## config.mk

```make
export PLATFORM = sky130hd
export DESIGN_NAME = int_to_ascii_any_base
export DESIGN_NICKNAME = d
export VERILOG_FILES = /design/src/rtl/itoa_pkg.sv /design/src/rtl/itoa_dp.sv /design/src/rtl/itoa_ctrl.sv /design/src/rtl/int_to_ascii_any_base.sv
export SDC_FILE = /design/constraint.sdc
export NUM_CORES = 1
export LEC_CHECK = 0
export ABC_AREA = 1
export ABC_CLOCK_PERIOD_IN_PS = 30100
export BUFFER_PORTS_ARGS = -buffer_cell sky130_fd_sc_hd__buf_2
export CAP_MARGIN = 20
export CELL_PAD_IN_SITES_DETAIL_PLACEMENT = 2
export CELL_PAD_IN_SITES_GLOBAL_PLACEMENT = 2
export CORE_MARGIN = 2
export CORE_UTILIZATION = 35
export CTS_CLUSTER_DIAMETER = 30
export DETAILED_ROUTE_END_ITERATION = 16
export PLACE_DENSITY_LB_ADDON = 0.12
export SLEW_MARGIN = 30
export SYNTH_ARGS = -nofsm -noshare
export SYNTH_HDL_FRONTEND = slang
export SYNTH_SLANG_ARGS = --single-unit
export TNS_END_PERCENT = 100
```

## constraint.sdc

```tcl
create_clock -name clock -period 30.1 [get_ports clock]
set_input_delay 1.505 -clock clock [delete_from_list [all_inputs] [get_ports clock]]
set_output_delay 1.505 -clock clock [all_outputs]
set_load 0.01 [all_outputs]
```

## src/rtl/itoa_pkg.sv

```systemverilog
// ----------------------------------------------------------------------------
// itoa_pkg
// Shared types, constants and helpers for the integer to text converter.
// ----------------------------------------------------------------------------
package itoa_pkg;

   localparam int VALUE_WIDTH_DEF = 32;
   localparam int RADIX_W         = 6;
   localparam int CHAR_W          = 7;
   // quotient bits resolved per divider cycle
   localparam int BITS_PER_CYCLE  = 8;

   localparam int CSR_ADDR_W = 3;
   localparam int CSR_DATA_W = 32;
   localparam int CSR_IDX_W  = CSR_ADDR_W - 2;

   localparam logic [CSR_IDX_W-1:0] REG_RADIX = '0;

   localparam logic [RADIX_W-1:0] RADIX_MIN      = 6'd2;
   localparam logic [RADIX_W-1:0] RADIX_MAX      = 6'd36;
   localparam logic [RADIX_W-1:0] RADIX_RESET    = 6'd10;
   localparam logic [RADIX_W-1:0] DECIMAL_BASE   = 6'd10;
   localparam logic [RADIX_W-1:0] LAST_DEC_DIGIT = 6'd9;

   localparam logic [CHAR_W-1:0] CHAR_ZERO   = 7'd48;
   localparam logic [CHAR_W-1:0] CHAR_LETTER = 7'd65;
   localparam logic [CHAR_W-1:0] CHAR_MINUS  = 7'd45;

   typedef struct packed {
      logic start;      // load a new request
      logic div_step;   // one group of quotient bits
      logic div_end;    // final group: store digit, keep quotient
      logic rd_issue;   // read digit store at the read pointer
      logic out_minus;  // load '-' into the output register
      logic out_digit;  // load the read digit into the output register
   } cmd_type;

   typedef struct packed {
      logic quot_zero;  // quotient of the group in progress is zero
      logic minus;      // sign character owed
      logic rd_last;    // digit just read is the least significant one
   } status_type;

   function automatic logic [CHAR_W-1:0] digit_to_ascii(input logic [RADIX_W-1:0] d);
      logic [CHAR_W-1:0] ext;
      ext = {1'b0, d};
      if (d > LAST_DEC_DIGIT) begin
         return ext - CHAR_W'(DECIMAL_BASE) + CHAR_LETTER;
      end
      return ext + CHAR_ZERO;
   endfunction

endpackage

```

## src/rtl/itoa_dp.sv

```systemverilog
// ----------------------------------------------------------------------------
// itoa_dp
// Datapath: sign handling, radix divider, digit store and output register.
// ----------------------------------------------------------------------------
module itoa_dp #(
   parameter int VALUE_WIDTH = itoa_pkg::VALUE_WIDTH_DEF
) (
   input  logic                              clock,
   input  logic                              reset,
   input  itoa_pkg::cmd_type                 cmd,
   output itoa_pkg::status_type              status,
   input  logic [itoa_pkg::RADIX_W-1:0]      radix,
   input  logic signed [VALUE_WIDTH-1:0]     number,
   output logic [itoa_pkg::CHAR_W-1:0]       character,
   output logic                              last
);
   import itoa_pkg::*;

   localparam int GROUPS = (VALUE_WIDTH + BITS_PER_CYCLE - 1) / BITS_PER_CYCLE;
   localparam int PAD_W  = GROUPS * BITS_PER_CYCLE;
   localparam int AW     = $clog2(VALUE_WIDTH);
   localparam int CW     = $clog2(VALUE_WIDTH + 1);

   logic [RADIX_W-1:0] radix_sat;
   logic [VALUE_WIDTH-1:0] mag;
   logic neg;

   logic [PAD_W-1:0]   shift_ff, shift_in;
   logic [RADIX_W-1:0] rem_ff, rem_in;
   logic [CW-1:0]      count_ff;
   logic [AW-1:0]      rd_ptr_ff;
   logic               minus_ff;
   logic [RADIX_W-1:0] rd_data_ff;
   logic               rd_last_ff;
   logic [CHAR_W-1:0]  char_ff;
   logic               last_ff;

   logic [RADIX_W-1:0] dstore [VALUE_WIDTH];

   always_comb begin
      if (radix < RADIX_MIN) begin
         radix_sat = RADIX_MIN;
      end else if (radix > RADIX_MAX) begin
         radix_sat = RADIX_MAX;
      end else begin
         radix_sat = radix;
      end
   end

   // only base ten prints a sign; other bases take the raw pattern
   assign neg = (radix_sat == DECIMAL_BASE) && number[VALUE_WIDTH-1];
   assign mag = neg ? (~number + VALUE_WIDTH'(1)) : number;

   // restoring division, BITS_PER_CYCLE quotient bits a cycle; the remainder
   // stays below the radix so each step is a narrow compare and subtract
   always_comb begin
      logic [RADIX_W:0]   t;
      logic [PAD_W-1:0]   sh;
      logic [RADIX_W-1:0] r;
      sh = shift_ff;
      r  = rem_ff;
      for (int k = 0; k < BITS_PER_CYCLE; k++) begin
         t  = {r, sh[PAD_W-1]};
         sh = sh << 1;
         if (t >= {1'b0, radix_sat}) begin
            t     = t - {1'b0, radix_sat};
            sh[0] = 1'b1;
         end
         r = t[RADIX_W-1:0];
      end
      shift_in = sh;
      rem_in   = r;
   end

   always_ff @(posedge clock) begin
      if (reset) begin
         count_ff <= '0;
         minus_ff <= 1'b0;
      end else if (cmd.start) begin
         count_ff <= '0;
         minus_ff <= neg;
      end else begin
         if (cmd.div_end) begin
            count_ff <= count_ff + CW'(1);
         end
         if (cmd.out_minus) begin
            minus_ff <= 1'b0;
         end
      end
   end

   always_ff @(posedge clock) begin
      if (cmd.start) begin
         shift_ff <= PAD_W'(mag);
         rem_ff   <= '0;
      end else if (cmd.div_end) begin
         shift_ff <= shift_in;
         rem_ff   <= '0;
      end else if (cmd.div_step) begin
         shift_ff <= shift_in;
         rem_ff   <= rem_in;
      end
      if (cmd.div_end) begin
         rd_ptr_ff <= count_ff[AW-1:0];
      end else if (cmd.out_digit) begin
         rd_ptr_ff <= rd_ptr_ff - AW'(1);
      end
   end

   // digit store, least significant digit at entry zero
   always_ff @(posedge clock) begin
      if (cmd.div_end) begin
         dstore[count_ff[AW-1:0]] <= rem_in;
      end
      if (cmd.rd_issue) begin
         rd_data_ff <= dstore[rd_ptr_ff];
         rd_last_ff <= (rd_ptr_ff == '0);
      end
   end

   always_ff @(posedge clock) begin
      if (cmd.out_minus) begin
         char_ff <= CHAR_MINUS;
         last_ff <= 1'b0;
      end else if (cmd.out_digit) begin
         char_ff <= digit_to_ascii(rd_data_ff);
         last_ff <= rd_last_ff;
      end
   end

   assign status.quot_zero = (shift_in == '0);
   assign status.minus     = minus_ff;
   assign status.rd_last   = rd_last_ff;
   assign character        = char_ff;
   assign last             = last_ff;

endmodule

```

## src/rtl/itoa_ctrl.sv

```systemverilog
// ----------------------------------------------------------------------------
// itoa_ctrl
// Controller: sequences division, sign and digit emission per request.
// ----------------------------------------------------------------------------
module itoa_ctrl #(
   parameter int VALUE_WIDTH = itoa_pkg::VALUE_WIDTH_DEF
) (
   input  logic                 clock,
   input  logic                 reset,
   input  logic                 req_valid,
   output logic                 req_stall,
   output logic                 rsp_valid,
   input  logic                 rsp_stall,
   output itoa_pkg::cmd_type    cmd,
   input  itoa_pkg::status_type status
);
   import itoa_pkg::*;

   localparam int GROUPS = (VALUE_WIDTH + BITS_PER_CYCLE - 1) / BITS_PER_CYCLE;
   localparam int GCNT_W = (GROUPS > 1) ? $clog2(GROUPS) : 1;

   typedef enum logic [2:0] {
      ST_IDLE,
      ST_DIV,
      ST_SIGN,
      ST_READ,
      ST_EMIT
   } state_type;

   state_type         state_ff, state_in;
   logic [GCNT_W-1:0] step_ff, step_in;
   logic              valid_ff, valid_in;
   logic              out_free;
   logic              group_end;

   assign out_free  = !valid_ff || !rsp_stall;
   assign group_end = (step_ff == GCNT_W'(GROUPS - 1));

   always_comb begin
      cmd      = '0;
      state_in = state_ff;
      step_in  = step_ff;
      valid_in = valid_ff && rsp_stall;
      case (state_ff)
         ST_IDLE: begin
            if (req_valid) begin
               cmd.start = 1'b1;
               step_in   = '0;
               state_in  = ST_DIV;
            end
         end
         ST_DIV: begin
            if (group_end) begin
               cmd.div_end = 1'b1;
               step_in     = '0;
               if (status.quot_zero) begin
                  state_in = status.minus ? ST_SIGN : ST_READ;
               end
            end else begin
               cmd.div_step = 1'b1;
               step_in      = step_ff + GCNT_W'(1);
            end
         end
         ST_SIGN: begin
            if (out_free) begin
               cmd.out_minus = 1'b1;
               valid_in      = 1'b1;
               state_in      = ST_READ;
            end
         end
         ST_READ: begin
            cmd.rd_issue = 1'b1;
            state_in     = ST_EMIT;
         end
         ST_EMIT: begin
            if (out_free) begin
               cmd.out_digit = 1'b1;
               valid_in      = 1'b1;
               state_in      = status.rd_last ? ST_IDLE : ST_READ;
            end
         end
         default: begin
            state_in = ST_IDLE;
         end
      endcase
   end

   always_ff @(posedge clock) begin
      if (reset) begin
         state_ff <= ST_IDLE;
         step_ff  <= '0;
         valid_ff <= 1'b0;
      end else begin
         state_ff <= state_in;
         step_ff  <= step_in;
         valid_ff <= valid_in;
      end
   end

   assign req_stall = (state_ff != ST_IDLE);
   assign rsp_valid = valid_ff;

endmodule

```

## src/rtl/int_to_ascii_any_base.sv

```systemverilog
// ----------------------------------------------------------------------------
// int_to_ascii_any_base
// Converts a two's complement integer to its text in base 2 to 36,
// most significant character first.
// ----------------------------------------------------------------------------
//  channel | direction | handshake            | payload
//  req     | in        | req_valid/req_stall  | req_number
//  rsp     | out       | rsp_valid/rsp_stall  | rsp_character, rsp_last
//  csr     | in/out    | APB, pready tied hi  | radix at byte address 0
//
//  One request at a time. Each digit is found by a run of divider steps,
//  eight quotient bits per step; then each character takes a digit store
//  read and an output load, with a '-' first for a negative decimal number.
//  The divider loop sets most of the conversion time.
//  The next request is taken while the final character still waits.
//  Synchronous reset clears control state and sets the radix to ten.
//  rsp_stall holds the output register; the sequence waits behind it.
// ----------------------------------------------------------------------------
module int_to_ascii_any_base #(
   parameter int VALUE_WIDTH = itoa_pkg::VALUE_WIDTH_DEF
) (
   input  logic                                clock,
   input  logic                                reset,
   input  logic                                req_valid,
   output logic                                req_stall,
   input  logic signed [VALUE_WIDTH-1:0]       req_number,
   output logic                                rsp_valid,
   input  logic                                rsp_stall,
   output logic [itoa_pkg::CHAR_W-1:0]         rsp_character,
   output logic                                rsp_last,
   input  logic                                csr_psel,
   input  logic                                csr_penable,
   input  logic                                csr_pwrite,
   input  logic [itoa_pkg::CSR_ADDR_W-1:0]     csr_paddr,
   input  logic [itoa_pkg::CSR_DATA_W-1:0]     csr_pwdata,
   output logic [itoa_pkg::CSR_DATA_W-1:0]     csr_prdata,
   output logic                                csr_pready
);
   import itoa_pkg::*;

   cmd_type            cmd;
   status_type         status;
   logic [RADIX_W-1:0] radix_ff;
   logic [CSR_IDX_W-1:0] csr_idx;

   assign csr_idx    = csr_paddr[CSR_ADDR_W-1:2];
   assign csr_pready = 1'b1;

   always_ff @(posedge clock) begin
      if (reset) begin
         radix_ff <= RADIX_RESET;
      end else if (csr_psel && csr_penable && csr_pwrite && csr_pready
                   && csr_idx == REG_RADIX) begin
         radix_ff <= csr_pwdata[RADIX_W-1:0];
      end
   end

   always_comb begin
      csr_prdata = '0;
      if (csr_idx == REG_RADIX) begin
         csr_prdata = CSR_DATA_W'(radix_ff);
      end
   end

   itoa_ctrl #(
      .VALUE_WIDTH (VALUE_WIDTH)
   ) u_ctrl (
      .clock     (clock),
      .reset     (reset),
      .req_valid (req_valid),
      .req_stall (req_stall),
      .rsp_valid (rsp_valid),
      .rsp_stall (rsp_stall),
      .cmd       (cmd),
      .status    (status)
   );

   itoa_dp #(
      .VALUE_WIDTH (VALUE_WIDTH)
   ) u_dp (
      .clock     (clock),
      .reset     (reset),
      .cmd       (cmd),
      .status    (status),
      .radix     (radix_ff),
      .number    (req_number),
      .character (rsp_character),
      .last      (rsp_last)
   );

`ifndef SYNTH
   // a taken request must close the input until its text is built
   a_busy_after_req: assert property (@(posedge clock) disable iff (reset)
      (req_valid && !req_stall) |=> req_stall)
      else $error("request side not stalled after a request was taken");

   // the sign always has digits after it
   a_minus_not_last: assert property (@(posedge clock) disable iff (reset)
      (rsp_valid && rsp_character == CHAR_MINUS) |-> !rsp_last)
      else $error("sign character flagged as last");

   a_char_legal: assert property (@(posedge clock) disable iff (reset)
      rsp_valid |-> (rsp_character == CHAR_MINUS
                     || (rsp_character >= CHAR_ZERO && rsp_character <= 7'd57)
                     || (rsp_character >= CHAR_LETTER && rsp_character <= 7'd90)))
      else $error("character outside the digit alphabet");
`endif

endmodule

```

==> metrics.log <==
INFO  metric status = finished clean
INFO  metric drt_pre_antenna_iters = 4
INFO  metric initial_utilization = 0.3524
INFO  metric synth_top_family_by_area = simple AND/OR/NAND/NOR gates
INFO  metric average_via_count_per_standard_cell = 5.156
INFO  metric floorplan.io_pins = 117
INFO  metric worst-r2r-setup-slack = 13.57 ns
INFO  metric setup.worst_path.class = register to register
INFO  metric min_delay_worst_endpoint = u_dp.character[5]
INFO  metric timing.rr.start = radix_ff[2]
INFO  metric highest_signal_layer_in_the_routed_design = met4
INFO  metric io_buffer_count = 61
INFO  metric cp.required = 30.23 ns
INFO  metric hold_path_class = register to register
INFO  metric worst-slew-pin-transition = 0.9418 ns
INFO  metric drive_gt1_frac = 0.1482
INFO  metric timing.critical_path.slowest_stage_cell = sky130_fd_sc_hd__o41ai_1
INFO  metric core = 41670 µm²
INFO  metric cap_violations = 0
INFO  metric cts_tree = done
INFO  metric clock_skew = 0.03272 ns
INFO  metric grt-ovfl-total = 0
INFO  metric area_growth = 22.41%
INFO  metric critical_path.max_stage_delay = 0.71 ns
INFO  metric fp.dieArea = 43610 µm²
INFO  metric synthCells = 1559
INFO  metric antenna_violating_nets_post_route = 0
INFO  metric yosys.cell_types.count = 50
INFO  metric last_weighted_congestion_value_of_the_routability_driven_placer = 0.7992
INFO  metric critPathArrivalTime = 16.66 ns
INFO  metric cell_accounting_for_the_most_synthesized_area = sky130_fd_sc_hd__edfxtp_1
INFO  metric fill_cells = 4472
INFO  metric postRouteWirelength = 46.86 mm
INFO  metric critPathCaptureType = register
INFO  metric simple_gate_portion_of_the_synthesized_area = 0.1782
INFO  metric post_synth_mux_area_share = 0
INFO  metric post_synth_main_area_contributors = sky130_fd_sc_hd__edfxtp_1, sky130_fd_sc_hd__nand2_1, sky130_fd_sc_hd__o21ai_0, sky130_fd_sc_hd__nor2_1, sky130_fd_sc_hd__ha_1
INFO  metric syn_area_per_cell = 9.419 µm²
INFO  metric maximum_count_of_clock_buffers_along_a_single_path = 3
INFO  metric detailroute.wirelength.met2 = 25.28 mm
INFO  metric grt_first_pass_wirelength = 73.44 mm
INFO  metric vias = 11620
INFO  metric start_point_of_the_worst_min_delay_path = u_dp.character[5]
INFO  metric drt_iter0_markers = 473
INFO  metric cts_setup_buffers = 0
INFO  metric finalMaxSlewViolations = 0
INFO  metric timing.final.crit_share = 0.5491
INFO  metric slew_headroom = 0.3721
INFO  metric grt_max_degree = 86
INFO  metric type_of_origin_of_the_critical_path = register
INFO  metric crit_family = compound AO/OA/AOI/OAI gates
INFO  metric clk-insertion-delay-late = 0.58 ns
INFO  metric cts_made_buffers = 72
INFO  metric synth_edf_count = 236
INFO  metric netlist_area_before_placement = 14680 µm²
INFO  metric row_count = 75
INFO  metric cts_sinks = 268
INFO  metric clkSlewWorstSetupHoldPaths = 0.04 ns
INFO  metric setup_total_negative_slack = 0 ns
INFO  metric setup_violations = 0
INFO  metric routedLengthMet1 = 19.31 mm
INFO  metric ys_dominant_reg_cell = sky130_fd_sc_hd__edfxtp_1
INFO  metric setup_repair_after_global_routing_missed_its_margin = no
INFO  metric cp_max_fo = 32
INFO  metric postCtsResizedCells = 0
INFO  metric hold_buffers = 0
INFO  metric die_y = 208.8 µm
INFO  metric reg2reg_depth = 78
INFO  metric synth_top_area_frac = 0.4826
INFO  metric layout.nets = 1800
INFO  metric synthXorXnorAreaFrac = 0.03758
INFO  metric critical_path.n_buffers_inverters = 9
INFO  metric ys_seq_area_frac = 0.5262
INFO  metric antennaDiodeCount = 0
INFO  metric rr_endpoint = u_dp.dstore[2][1]
INFO  metric complex_gate_fraction_of_the_synthesized_area = 0.1257
INFO  metric synth-warning-count = 0
INFO  metric ff_latch_area = 7727 µm²
INFO  metric first_global_vias = 12970
INFO  metric synth.ff_latch_count = 268
INFO  metric multiInputGateArea = 6048 µm²
INFO  metric grtUsageTotal = 0.2185
INFO  metric detailroute.wirelength.met3 = 1.138 mm
INFO  metric post_synth_fa_ha_maj_area_fraction = 0.06203
INFO  metric clockRootBuffer = sky130_fd_sc_hd__clkbuf_16
INFO  metric die_w = 208.8 µm
INFO  metric detailed_place_hpwl = 31.06 mm
INFO  metric finalHoldViolations = 0
INFO  metric drc_violation_count_after_routing = 0
INFO  metric critical_path.most_common_cell = sky130_fd_sc_hd__a21oi_1
INFO  metric fmaxAchievable = 0.06050 GHz
INFO  metric timing.final.crit_period = 16.53 ns
INFO  metric ys_async_sr_fraction = 0
INFO  metric hold_path_depth = 2
INFO  metric htreeDepth = 3
INFO  metric antenna_violations_before_repair = 0
INFO  metric wl_per_cell = 20.80 µm
-- cells in the final DEF (no fill, tap or decap), types with 15 or more instances in the layout --
cell                        synthesis  final
sky130_fd_sc_hd__ha_1              60     60
sky130_fd_sc_hd__nor2_1           209    207
sky130_fd_sc_hd__nand4_1           19     19
sky130_fd_sc_hd__xnor2_1           22     22
sky130_fd_sc_hd__clkinv_2           0     15
sky130_fd_sc_hd__xor2_1            41     41
sky130_fd_sc_hd__clkbuf_16          0     76
sky130_fd_sc_hd__buf_2              0     61
sky130_fd_sc_hd__o21ai_0          161    161
sky130_fd_sc_hd__nand3_1           53     53
sky130_fd_sc_hd__dfxtp_1           32     32
sky130_fd_sc_hd__o22ai_1           36     36
sky130_fd_sc_hd__conb_1             2     27
sky130_fd_sc_hd__edfxtp_1         236    236
sky130_fd_sc_hd__buf_4             27     16
sky130_fd_sc_hd__nand2_1          241    238
sky130_fd_sc_hd__nor3_1            24     22
sky130_fd_sc_hd__nand2_2           14     17
sky130_fd_sc_hd__o21ai_1           16     16
sky130_fd_sc_hd__inv_1            152    151
sky130_fd_sc_hd__o211ai_1          17     17
sky130_fd_sc_hd__a21oi_1           51     51
-- worst max path at each step --
stage	startpoint	endpoint	slack (ns)	cells past startpoint
after floorplan	radix_ff[3]	u_dp.dstore[0][1]	16.77	86
after global placement	radix_ff[2]	u_dp.dstore[11][1]	13.49	76
after detailed placement	radix_ff[3]	u_dp.dstore[11][5]	13.32	79
after CTS	radix_ff[3]	u_dp.dstore[18][1]	13.27	79
after global routing	radix_ff[2]	u_dp.dstore[2][1]	11.60	77
final	radix_ff[2]	u_dp.dstore[2][1]	13.57	78
-- tightest hold or removal path: stages (launching register included) --
cell,delay [ns]
sky130_fd_sc_hd__dfxtp_1,0.32
sky130_fd_sc_hd__nand2_1,0.05
sky130_fd_sc_hd__nand3_1,0.06
-- state kept, by name (all words and copies together) (netlist names) --
name / cells
u_ctrl.step_ff: 2
u_dp.count_ff: 5
u_ctrl.state_ff: 3
u_dp.last: 1
u_dp.rd_ptr_ff: 5
u_dp.character: 7
u_dp.minus_ff: 1
u_dp.rd_data_ff: 6
radix_ff: 6
u_dp.shift_ff: 32
u_ctrl.rsp_valid: 1
u_dp.rd_last_ff: 1
u_dp.dstore: 192
u_dp.rem_ff: 6
-- per-layer routing --
metal	global-route usage	up-vias
met5	0	-
met4	0.07611	0
met3	0.03201	73
met2	0.4148	147
met1	0.2484	5841
li1	-	5556
-- Yosys cell counts, types with 5 or more instances --
cell type	n
sky130_fd_sc_hd__nand2_1	241
sky130_fd_sc_hd__edfxtp_1	236
sky130_fd_sc_hd__nor2_1	209
sky130_fd_sc_hd__o21ai_0	161
sky130_fd_sc_hd__inv_1	152
sky130_fd_sc_hd__ha_1	60
sky130_fd_sc_hd__nand3_1	53
sky130_fd_sc_hd__a21oi_1	51
sky130_fd_sc_hd__clkbuf_1	47
sky130_fd_sc_hd__xor2_1	41
sky130_fd_sc_hd__o22ai_1	36
sky130_fd_sc_hd__dfxtp_1	32
sky130_fd_sc_hd__buf_4	27
sky130_fd_sc_hd__nor3_1	24
sky130_fd_sc_hd__xnor2_1	22
sky130_fd_sc_hd__nand4_1	19
sky130_fd_sc_hd__o211ai_1	17
sky130_fd_sc_hd__o21ai_1	16
sky130_fd_sc_hd__nand2_2	14
sky130_fd_sc_hd__o221ai_1	13
sky130_fd_sc_hd__a31oi_1	8
sky130_fd_sc_hd__fa_1	8
sky130_fd_sc_hd__clkinv_1	6
sky130_fd_sc_hd__nand3_2	6
sky130_fd_sc_hd__inv_2	5
sky130_fd_sc_hd__nand3_4	5
-- through the flow --
stage	hold slack, ns	instance area (µm²)	util	std cells	setup WS, ns
finish	0.4646	17970	0.4314	2253	13.57
floorplan	0.4300	14780	-	1584	16.77
CTS	0.4742	17970	0.4313	2253	13.27
detailed placement	0.4650	15480	0.3716	2123	13.32
global route	0.4991	17970	0.4314	2253	11.60
global placement	0.4526	15460	0.3712	2123	13.49
-- kinds of logic after synthesis --
kind of cell / Yosys count
AOI/OAI and AO/OA: 325
xor gates and xnor gates: 63
adders and majority gates: 68
buffers and inverters: 240
DFF: 268
other: 2
and+or+nand+nor: 593
-- cell type report --
cell class | count | share of cell area
sequential | 268 | 0.4299
clock buffer | 84 | 0.1091
clock inverter | 46 | 0.02917
timing repair buffer | 77 | 0.02367
inverter | 163 | 0.03411
multi-input combinational | 1076 | 0.3365
tap | 539 | 0.03752
Power is left out: the tool's default activity adds up to more than one toggle a clock period on the data nets, which glitch-free logic cannot reach.
